<file path="config.mk">
export PLATFORM = sky130hd
export DESIGN_NAME = circular_list_cursor_engine_unit
export DESIGN_NICKNAME = d
export VERILOG_FILES = /design/src/hw/rtl/clce_pkg.sv /design/src/hw/rtl/circular_list_cursor_engine_unit.sv
export SDC_FILE = /design/constraint.sdc
export NUM_CORES = 2
export LEC_CHECK = 0
export ABC_AREA = 1
export ABC_CLOCK_PERIOD_IN_PS = 5300
export BUFFER_PORTS_ARGS = -buffer_cell sky130_fd_sc_hd__buf_2
export CAP_MARGIN = 20
export CORE_ASPECT_RATIO = 1.4
export CORE_UTILIZATION = 29
export DETAILED_ROUTE_END_ITERATION = 12
export SYNTH_ARGS = -nofsm -noshare
export SYNTH_HDL_FRONTEND = slang
export SYNTH_SLANG_ARGS = --single-unit
</file>
<file path="constraint.sdc">
create_clock -name clk -period 5.3 [get_ports clk]
set_clock_uncertainty 0.15 [all_clocks]
set_input_delay 0.53 -clock clk [delete_from_list [all_inputs] [get_ports clk]]
set_output_delay 0.53 -clock clk [all_outputs]
set_load 0.02 [all_outputs]
</file>
<file path="src/hw/rtl/clce_pkg.sv">
// ----------------------------------------------------------------------------
// clce_pkg
// Shared types and codes for the circular list cursor engine: operation and
// status codes, request and response items and the sequencer states.
// ----------------------------------------------------------------------------
package clce_pkg;

	typedef enum logic [1:0] {
		OP_INSERT   = 2'd0,
		OP_REMOVE   = 2'd1,
		OP_FORWARD  = 2'd2,
		OP_BACKWARD = 2'd3
	} op_t;

	typedef enum logic [1:0] {
		ST_OK    = 2'd0,
		ST_EMPTY = 2'd1,
		ST_FULL  = 2'd2
	} status_t;

	typedef struct packed {
		op_t         operation;
		logic [31:0] value;
	} req_t;

	typedef struct packed {
		status_t     status;
		logic [31:0] front_value;
		logic [31:0] back_value;
		logic        list_empty;
		logic [6:0]  entry_count;
	} rsp_t;

	typedef enum logic [3:0] {
		S_IDLE,
		S_INS1,
		S_INS2,
		S_RM1,
		S_FW1,
		S_BW1,
		S_VALF,
		S_VALB,
		S_DONE
	} state_t;

endpackage

</file>
<file path="src/hw/rtl/circular_list_cursor_engine_unit.sv">
// ----------------------------------------------------------------------------
// circular_list_cursor_engine_unit
// Circular doubly linked list in a fixed node pool with a free-index stack
// and a cursor; insert/remove after the cursor, cursor forward/backward.
// ----------------------------------------------------------------------------
// sequence: remove runs RM1 then VALF, forward FW1 then VALF, backward BW1 then
//   VALB, insert into a non-empty list INS1 then INS2, insert into an empty list
//   INS1 only; refused, empty-list and last-node items go straight to DONE
// throughput is set by dependent reads through the link and value memories
// reset: async active low; list empty, cursor 0, free stack full; memories
//   are not cleared, the free stack reads its reset contents below a low mark
// ----------------------------------------------------------------------------
module circular_list_cursor_engine_unit #(
	parameter int CAPACITY   = 64,
	parameter int ELEM_WIDTH = 32
) (
	input  logic            clk,
	input  logic            arst_n,
	input  logic            req_valid,
	output logic            req_stall,
	input  clce_pkg::req_t  req,
	output logic            rsp_valid,
	input  logic            rsp_stall,
	output clce_pkg::rsp_t  rsp
);

	localparam int IDX_W = (CAPACITY > 1) ? $clog2(CAPACITY) : 1;
	localparam int CNT_W = $clog2(CAPACITY + 1);
	localparam logic [CNT_W-1:0] CAP_C = CNT_W'(CAPACITY);
	localparam logic [CNT_W-1:0] ONE_C = CNT_W'(1);

	// node pool and free stack, one read and one write port each
	logic [ELEM_WIDTH-1:0] value_mem [CAPACITY];
	logic [IDX_W-1:0]      next_mem  [CAPACITY];
	logic [IDX_W-1:0]      prev_mem  [CAPACITY];
	logic [IDX_W-1:0]      free_mem  [CAPACITY];

	clce_pkg::state_t state_q, state_d;

	// cached view of the cursor neighbourhood
	logic [IDX_W-1:0]      cur_q;
	logic [IDX_W-1:0]      nxt_q;
	logic [ELEM_WIDTH-1:0] front_q;
	logic [ELEM_WIDTH-1:0] back_q;
	logic [CNT_W-1:0]      count_q;
	// lowest free count ever reached; stack slots below it were never written
	logic [CNT_W-1:0]      low_mark_q;

	// per-item registers
	clce_pkg::status_t     status_q;
	logic [ELEM_WIDTH-1:0] ins_val_q;
	logic [CNT_W-1:0]      pos_q;
	logic [IDX_W-1:0]      node_q;

	// registered memory read data
	logic [ELEM_WIDTH-1:0] val_rd_q;
	logic [IDX_W-1:0]      next_rd_q;
	logic [IDX_W-1:0]      prev_rd_q;
	logic [IDX_W-1:0]      free_rd_q;

	// memory port controls
	logic                  val_re, val_we;
	logic [IDX_W-1:0]      val_ra, val_wa;
	logic                  next_re, next_we;
	logic [IDX_W-1:0]      next_ra, next_wa, next_wd;
	logic                  prev_re, prev_we;
	logic [IDX_W-1:0]      prev_ra, prev_wa, prev_wd;
	logic                  free_re, free_we;
	logic [IDX_W-1:0]      free_ra, free_wa;

	logic                  accept;
	logic                  list_is_empty;
	logic                  list_is_full;
	logic [CNT_W-1:0]      pop_pos;
	logic [IDX_W-1:0]      node_c;
	logic                  rsp_load;

	assign req_stall     = (state_q != clce_pkg::S_IDLE);
	assign accept        = req_valid && !req_stall;
	assign list_is_empty = (count_q == '0);
	assign list_is_full  = (count_q == CAP_C);
	assign pop_pos       = CAP_C - count_q - ONE_C;
	assign rsp_load      = (state_q == clce_pkg::S_DONE) && (!rsp_valid || !rsp_stall);

	// popped node: stack slot never written yet holds its reset index
	assign node_c = (pos_q < low_mark_q) ? IDX_W'(CAP_C - ONE_C - pos_q) : free_rd_q;

	// ------------------------------------------------------------------------
	// sequencer: next state and memory port controls
	// ------------------------------------------------------------------------
	always_comb begin
		state_d = state_q;
		val_re  = 1'b0;
		val_ra  = next_rd_q;
		val_we  = 1'b0;
		val_wa  = node_c;
		next_re = 1'b0;
		next_ra = nxt_q;
		next_we = 1'b0;
		next_wa = node_c;
		next_wd = list_is_empty ? node_c : nxt_q;
		prev_re = 1'b0;
		prev_ra = cur_q;
		prev_we = 1'b0;
		prev_wa = node_c;
		prev_wd = list_is_empty ? node_c : cur_q;
		free_re = 1'b0;
		free_ra = IDX_W'(pop_pos);
		free_we = 1'b0;
		free_wa = IDX_W'(CAP_C - count_q);
		case (state_q)
			clce_pkg::S_IDLE: begin
				if (accept) begin
					case (req.operation)
						clce_pkg::OP_INSERT: begin
							if (list_is_full) begin
								state_d = clce_pkg::S_DONE;
							end else begin
								free_re = 1'b1;
								state_d = clce_pkg::S_INS1;
							end
						end
						clce_pkg::OP_REMOVE: begin
							if (list_is_empty) begin
								state_d = clce_pkg::S_DONE;
							end else if (count_q == ONE_C) begin
								// last node goes straight back on the stack
								free_we = 1'b1;
								state_d = clce_pkg::S_DONE;
							end else begin
								next_re = 1'b1;
								state_d = clce_pkg::S_RM1;
							end
						end
						clce_pkg::OP_FORWARD: begin
							if (list_is_empty) begin
								state_d = clce_pkg::S_DONE;
							end else begin
								next_re = 1'b1;
								state_d = clce_pkg::S_FW1;
							end
						end
						default: begin
							if (list_is_empty) begin
								state_d = clce_pkg::S_DONE;
							end else begin
								prev_re = 1'b1;
								state_d = clce_pkg::S_BW1;
							end
						end
					endcase
				end
			end
			clce_pkg::S_INS1: begin
				// new node: value and both links
				val_we  = 1'b1;
				next_we = 1'b1;
				prev_we = 1'b1;
				state_d = list_is_empty ? clce_pkg::S_DONE : clce_pkg::S_INS2;
			end
			clce_pkg::S_INS2: begin
				// splice between cursor and its old successor
				next_we = 1'b1;
				next_wa = cur_q;
				next_wd = node_q;
				prev_we = 1'b1;
				prev_wa = nxt_q;
				prev_wd = node_q;
				state_d = clce_pkg::S_DONE;
			end
			clce_pkg::S_RM1: begin
				// unlink the node after the cursor, push it, fetch new front
				next_we = 1'b1;
				next_wa = cur_q;
				next_wd = next_rd_q;
				prev_we = 1'b1;
				prev_wa = next_rd_q;
				prev_wd = cur_q;
				free_we = 1'b1;
				val_re  = 1'b1;
				state_d = clce_pkg::S_VALF;
			end
			clce_pkg::S_FW1: begin
				val_re  = 1'b1;
				state_d = clce_pkg::S_VALF;
			end
			clce_pkg::S_BW1: begin
				val_re  = 1'b1;
				val_ra  = prev_rd_q;
				state_d = clce_pkg::S_VALB;
			end
			clce_pkg::S_VALF: state_d = clce_pkg::S_DONE;
			clce_pkg::S_VALB: state_d = clce_pkg::S_DONE;
			clce_pkg::S_DONE: begin
				if (rsp_load) begin
					state_d = clce_pkg::S_IDLE;
				end
			end
			default: state_d = clce_pkg::S_IDLE;
		endcase
	end

	always_ff @(posedge clk or negedge arst_n) begin
		if (!arst_n) begin
			state_q <= clce_pkg::S_IDLE;
		end else begin
			state_q <= state_d;
		end
	end

	// ------------------------------------------------------------------------
	// memories, read data registered
	// ------------------------------------------------------------------------
	always_ff @(posedge clk) begin
		if (val_we) begin
			value_mem[val_wa] <= ins_val_q;
		end
		if (val_re) begin
			val_rd_q <= value_mem[val_ra];
		end
	end

	always_ff @(posedge clk) begin
		if (next_we) begin
			next_mem[next_wa] <= next_wd;
		end
		if (next_re) begin
			next_rd_q <= next_mem[next_ra];
		end
	end

	always_ff @(posedge clk) begin
		if (prev_we) begin
			prev_mem[prev_wa] <= prev_wd;
		end
		if (prev_re) begin
			prev_rd_q <= prev_mem[prev_ra];
		end
	end

	// free stack push always carries the node that was after the cursor
	always_ff @(posedge clk) begin
		if (free_we) begin
			free_mem[free_wa] <= nxt_q;
		end
		if (free_re) begin
			free_rd_q <= free_mem[free_ra];
		end
	end

	// ------------------------------------------------------------------------
	// list control state
	// ------------------------------------------------------------------------
	always_ff @(posedge clk or negedge arst_n) begin
		if (!arst_n) begin
			cur_q      <= '0;
			nxt_q      <= '0;
			count_q    <= '0;
			low_mark_q <= CAP_C;
			status_q   <= clce_pkg::ST_OK;
		end else begin
			case (state_q)
				clce_pkg::S_IDLE: begin
					if (accept) begin
						case (req.operation)
							clce_pkg::OP_INSERT: begin
								status_q <= list_is_full ? clce_pkg::ST_FULL
									: clce_pkg::ST_OK;
							end
							clce_pkg::OP_REMOVE: begin
								if (list_is_empty) begin
									status_q <= clce_pkg::ST_EMPTY;
								end else begin
									status_q <= clce_pkg::ST_OK;
									if (count_q == ONE_C) begin
										count_q <= '0;
										cur_q   <= '0;
									end
								end
							end
							clce_pkg::OP_FORWARD: begin
								if (list_is_empty) begin
									status_q <= clce_pkg::ST_EMPTY;
								end else begin
									status_q <= clce_pkg::ST_OK;
									cur_q    <= nxt_q;
								end
							end
							default: begin
								if (list_is_empty) begin
									status_q <= clce_pkg::ST_EMPTY;
								end else begin
									status_q <= clce_pkg::ST_OK;
									nxt_q    <= cur_q;
								end
							end
						endcase
					end
				end
				clce_pkg::S_INS1: begin
					count_q <= count_q + ONE_C;
					if (pos_q < low_mark_q) begin
						low_mark_q <= pos_q;
					end
					if (list_is_empty) begin
						cur_q <= node_c;
						nxt_q <= node_c;
					end
				end
				clce_pkg::S_INS2: nxt_q <= node_q;
				clce_pkg::S_RM1: begin
					nxt_q   <= next_rd_q;
					count_q <= count_q - ONE_C;
				end
				clce_pkg::S_FW1: nxt_q <= next_rd_q;
				clce_pkg::S_BW1: cur_q <= prev_rd_q;
				default: ;
			endcase
		end
	end

	// payload side: values around the cursor and per-item data
	always_ff @(posedge clk) begin
		case (state_q)
			clce_pkg::S_IDLE: begin
				if (accept) begin
					ins_val_q <= ELEM_WIDTH'(req.value);
					pos_q     <= pop_pos;
					if (!list_is_empty && req.operation == clce_pkg::OP_FORWARD) begin
						back_q <= front_q;
					end
					if (!list_is_empty && req.operation == clce_pkg::OP_BACKWARD) begin
						front_q <= back_q;
					end
				end
			end
			clce_pkg::S_INS1: begin
				node_q  <= node_c;
				front_q <= ins_val_q;
				if (list_is_empty) begin
					back_q <= ins_val_q;
				end
			end
			clce_pkg::S_VALF: front_q <= val_rd_q;
			clce_pkg::S_VALB: back_q  <= val_rd_q;
			default: ;
		endcase
	end

	// ------------------------------------------------------------------------
	// result register, parts the engine from the consumer
	// ------------------------------------------------------------------------
	always_ff @(posedge clk or negedge arst_n) begin
		if (!arst_n) begin
			rsp_valid <= 1'b0;
		end else if (rsp_load) begin
			rsp_valid <= 1'b1;
		end else if (!rsp_stall) begin
			rsp_valid <= 1'b0;
		end
	end

	always_ff @(posedge clk) begin
		if (rsp_load) begin
			rsp.status      <= status_q;
			rsp.front_value <= list_is_empty ? 32'd0 : 32'(front_q);
			rsp.back_value  <= list_is_empty ? 32'd0 : 32'(back_q);
			rsp.list_empty  <= list_is_empty;
			rsp.entry_count <= 7'(count_q);
		end
	end

`ifndef SYNTHESIS
	a_count_bound: assert property (@(posedge clk) disable iff (!arst_n)
		count_q <= CAP_C)
		else $error("node count above pool size");

	a_low_mark: assert property (@(posedge clk) disable iff (!arst_n)
		low_mark_q <= CAP_C - count_q)
		else $error("free stack low mark above free count");

	a_busy_after_accept: assert property (@(posedge clk) disable iff (!arst_n)
		accept |=> state_q != clce_pkg::S_IDLE)
		else $error("engine idle right after taking an item");

	a_done_holds: assert property (@(posedge clk) disable iff (!arst_n)
		(state_q == clce_pkg::S_DONE && rsp_valid && rsp_stall) |=>
		state_q == clce_pkg::S_DONE)
		else $error("result dropped while output register full");
`endif

endmodule

</file>
==> implementation parameters <==
Parameter                              Value

Critical path
  Cell at the slowest stage of the critical path    sky130_fd_sc_hd__nor2_1
  Kind of critical path    reg2reg
  Req. time, crit path    about 5.7 ns
  Worst Setup Start Kind    register
  Largest stage delay, worst path    approximately 0.65 ns
  Arrival time at the worst endpoint    about 5.1 ns
  Critical-path maximum fanout    11
  Number of cells on the worst reg-to-reg path    12
  CP Capture Point    prev_mem[48][3]
  R2R Path Start    low_mark_q[6]
  Setup slack on the worst flop-to-flop path    around 0.64 ns
  Cell type with the highest occurrence count on the critical path    sky130_fd_sc_hd__nand2_1
  Critical R2R Capture    prev_mem[48][3]
  Crit path from    low_mark_q[6]
  CP Cell Sequence    inv_1 > ha_1 > a21oi_1 > o21a_1 > nand2_1 > nand2_1 > nand2_1 > a21oi_1 > inv_1 > nor2_1 > nand3_1 > nor2_1
  Worst Setup End Kind    register

Placement
  Post-Place Cell Area    157000 sq um
  Placement Setup Slack    around 0.64 ns
  Final HPWL from detailed placement    about 260000 um
  Count of placed standard cells including taps    between 15k and 20k
  Quantity of I/O buffers inserted on ports    between 100 and 150
  Final GP Congestion    roughly 0.9

Logic synthesis
  Sequential fraction of the synthesis area    0.709
  Cell count after synthesis    13.0k
  Register bit total from synthesis    around 3.5k
  Total nets after synthesis    roughly 13k
  Post-synth EDFFs    3433
  Fraction of synthesized cell area taken by the top area cell type    0.703
  Proportion of synthesized flip-flops having asynchronous set or reset    0.00952
  Synthesized cell area    approximately 150000 sq um
  Count of cell types in the netlist    47
  Largest area contributor in the netlist    sky130_fd_sc_hd__edfxtp_1
  Average footprint of a synthesized cell    11.3 sq um
  Top cells by area in the synthesized netlist    sky130_fd_sc_hd__edfxtp_1 (70%), sky130_fd_sc_hd__nand3_1 (7.5%), sky130_fd_sc_hd__nand2_1 (6.3%)
  Number of synthesis warnings    0
  Primary flip-flop cell chosen by synthesis mapping    sky130_fd_sc_hd__edfxtp_1

STA
  Final worst-path cycle share    0.880
  Worst max-slew margin expressed relative to the limit    0.213
  Number of hold violations in the final report    0
  Actual slew at the worst max-slew pin    ~1.2 ns
  Finish-stage setup viols    0
  Maximum operating frequency    214 MHz
  Worst path setup slack after routing    0.636 ns
  Unrepaired setup endpoints after global routing    false
  Final period demand of the worst path    4.66 ns
  Sum of negative setup slack    0 ns
  Max Slew Vio Count    0

Final layout
  Area of combinational cells with multiple inputs    approximately 33000 sq um
  Final nets    between 10k and 15k
  Most common library cell in the layout ignoring fill and taps    sky130_fd_sc_hd__edfxtp_1
  Layout fillers    approximately 50k
  Most frequent cells in the layout    sky130_fd_sc_hd__edfxtp_1 (3433), sky130_fd_sc_hd__nand2_1 (2442), sky130_fd_sc_hd__nand3_1 (2191)
  Area taken by flip-flops and latches    roughly 100000 sq um
  Post-route cell area    around 170000 sq um
  Layout cell share with drive strength beyond 1    0.0793
  Synthesis-to-finish area growth    14.1%
  Post-route non-filler standard cell count    approximately 20k

Global routing
  Pin count of the biggest net entering global routing    194
  Number of antenna violations at the first check in global routing    19
  Vias in the first global route    approximately 95k
  Aggregate global routing overflow    0
  First-pass GRT wire length    about 640000 um
  Combined global-route utilization of all metal layers    0.170

Clocking
  Number of clock sinks seen by CTS    3466
  CTS tree    yes
  Clock Tree Root    sky130_fd_sc_hd__clkbuf_16
  Worst-skew pair later-pin latency    ~0.94 ns
  Number of buffers inserted by post-CTS setup repair    0
  H-tree depth reported by CTS    5
  Maximum buffer depth of the clock tree    4
  Register clock-pin slew on the reported worst setup and hold paths    around 0.07 ns
  Clock buffer count from CTS    between 300 and 400

Detailed routing
  Detailed Route Iter0 Violations    between 10k and 15k
  WL/cell    22.3 um
  DRC violation count after routing    0
  Wire length reported by the detailed router    around 450000 um
  Average via count per standard cell    just under 5
  Antenna viol nets, final    0
  First-pass DRT Iterations    8
  Vias after detailed routing    between 90k and 100k

Pwr
  Leakage power total    ~63 nW
  Worst voltage drop across the vdd grid    slightly below 700 uV
  P per Cell Area    around 530 nW/um^2
  Overall Power    0.0883 W

Die
  IO Count    between 100 and 150
  Effective utilization at floorplan    0.292
  Height of the die    843 um
  Die Width    about 600 um
  Core area    ~500000 sq um
  Area of the die    around 500000 sq um
  Num rows    308

Job
  Max Cap Violations    0

Outcome
  Status    finished clean

Worst hold path
  Path type of the worst min-delay path    in2async
how the worst min path moves through the flow:
| stage | startpoint | to | slack (ns) | depth (start not counted) |
|---|---|---|---|---|
| detailed placement | low_mark_q[2] | low_mark_q[2] | 0.33 | 2 |
| floorplan | arst_n | count_q[0] | 0.08 | 0 |
| global placement | low_mark_q[0] | low_mark_q[0] | 0.33 | 2 |
| CTS | arst_n | rsp_valid | 0.009 | 3 |
| global route | arst_n | rsp_valid | 0.07 | 3 |
| finish | arst_n | rsp_valid | 0.02 | 3 |
through the flow:
step	utilization	hold slack, ns
final	0.333	0.0184
after global routing	0.332	0.0738
after CTS	0.332	0.00853
after detailed placement	0.311	0.326
after global placement	0.311	0.330
after floorplan	-	0.0844
worst max-delay path: cells and delay by family, from the launching register on:
kind / cells / cell delay [ns]
simple gates: 6 / 2.06
compound gates: 3 / 0.95
flops: 1 / 0.52
fa+ha+maj: 1 / 0.31
buf+inv: 2 / 0.28
Yosys cell counts, types with 54 or more instances:
master                     number
sky130_fd_sc_hd__o21ai_0      530
sky130_fd_sc_hd__nand2_1     2448
sky130_fd_sc_hd__nor2_1       804
sky130_fd_sc_hd__nand4_1       76
sky130_fd_sc_hd__nand3b_1     160
sky130_fd_sc_hd__o22ai_1      215
sky130_fd_sc_hd__nand3_1     2198
sky130_fd_sc_hd__o221ai_1      71
sky130_fd_sc_hd__a22o_1        54
sky130_fd_sc_hd__buf_2        290
sky130_fd_sc_hd__clkbuf_1     417
sky130_fd_sc_hd__inv_1       1961
sky130_fd_sc_hd__o211ai_1      84
sky130_fd_sc_hd__edfxtp_1    3433
repair_timing:
action	in CTS	in global routing
gates resized for setup	0	0
hold endpoints to repair	68	0
hold buffers	36	0
setup endpoints to repair	0	0
final cells by class:
| cell class | count | share of cell area |
|---|---|---|
| Timing Repair Buffer | 500 | 0.0269 |
| Inverter | 1972 | 0.0444 |
| Sequential cell | 3466 | 0.622 |
| Antenna cell | 6 | 0.0000898 |
| Clock buffer | 376 | 0.0490 |
| Multi-Input combinational cell | 6830 | 0.196 |
| Clock inverter | 187 | 0.0120 |
| Tap cell | 6665 | 0.0499 |
report_power, final:
group	switching [W]	leakage (nW)	internal (W)
Clock	0.0104	4.96	0.0129
Combinational	0.0223	26.6	0.00634
Sequential	0.000939	31.4	0.0356
registers in the layout (all words and copies together) (netlist names):
signal / count
rsp: 74
status_q: 2
free_rd_q: 6
rsp_valid: 1
ins_val_q: 32
state_q: 4
back_q: 32
pos_q: 7
free_mem: 384
low_mark_q: 7
next_ra: 6
cur_q: 6
next_mem: 384
node_q: 6
prev_rd_q: 6
prev_mem: 384
next_rd_q: 6
front_q: 32
val_rd_q: 32
count_q: 7
value_mem: 2048
logic make-up after synthesis:
group | Yosys count | share of synthesized area
compound gates | 1074 | 0.0444
xor+xnor | 9 | 0.000742
fa+ha+maj | 15 | 0.00128
buf+inv | 2722 | 0.0722
flops | 3466 | 0.709
mux | 29 | 0.00198
simple gates | 5703 | 0.171
metal layers:
metal / vias to the layer above / share of wire / global-route usage
met1: 48600 / 0.37 / 0.193
met4: 2 / 0.069 / 0.106
met3: 1053 / 0.064 / 0.0219
li1: 44500 / - / -
met5: - / 0.000031 / 0
met2: 4023 / 0.50 / 0.301
No activity file was read; power rests on OpenSTA's default activity.
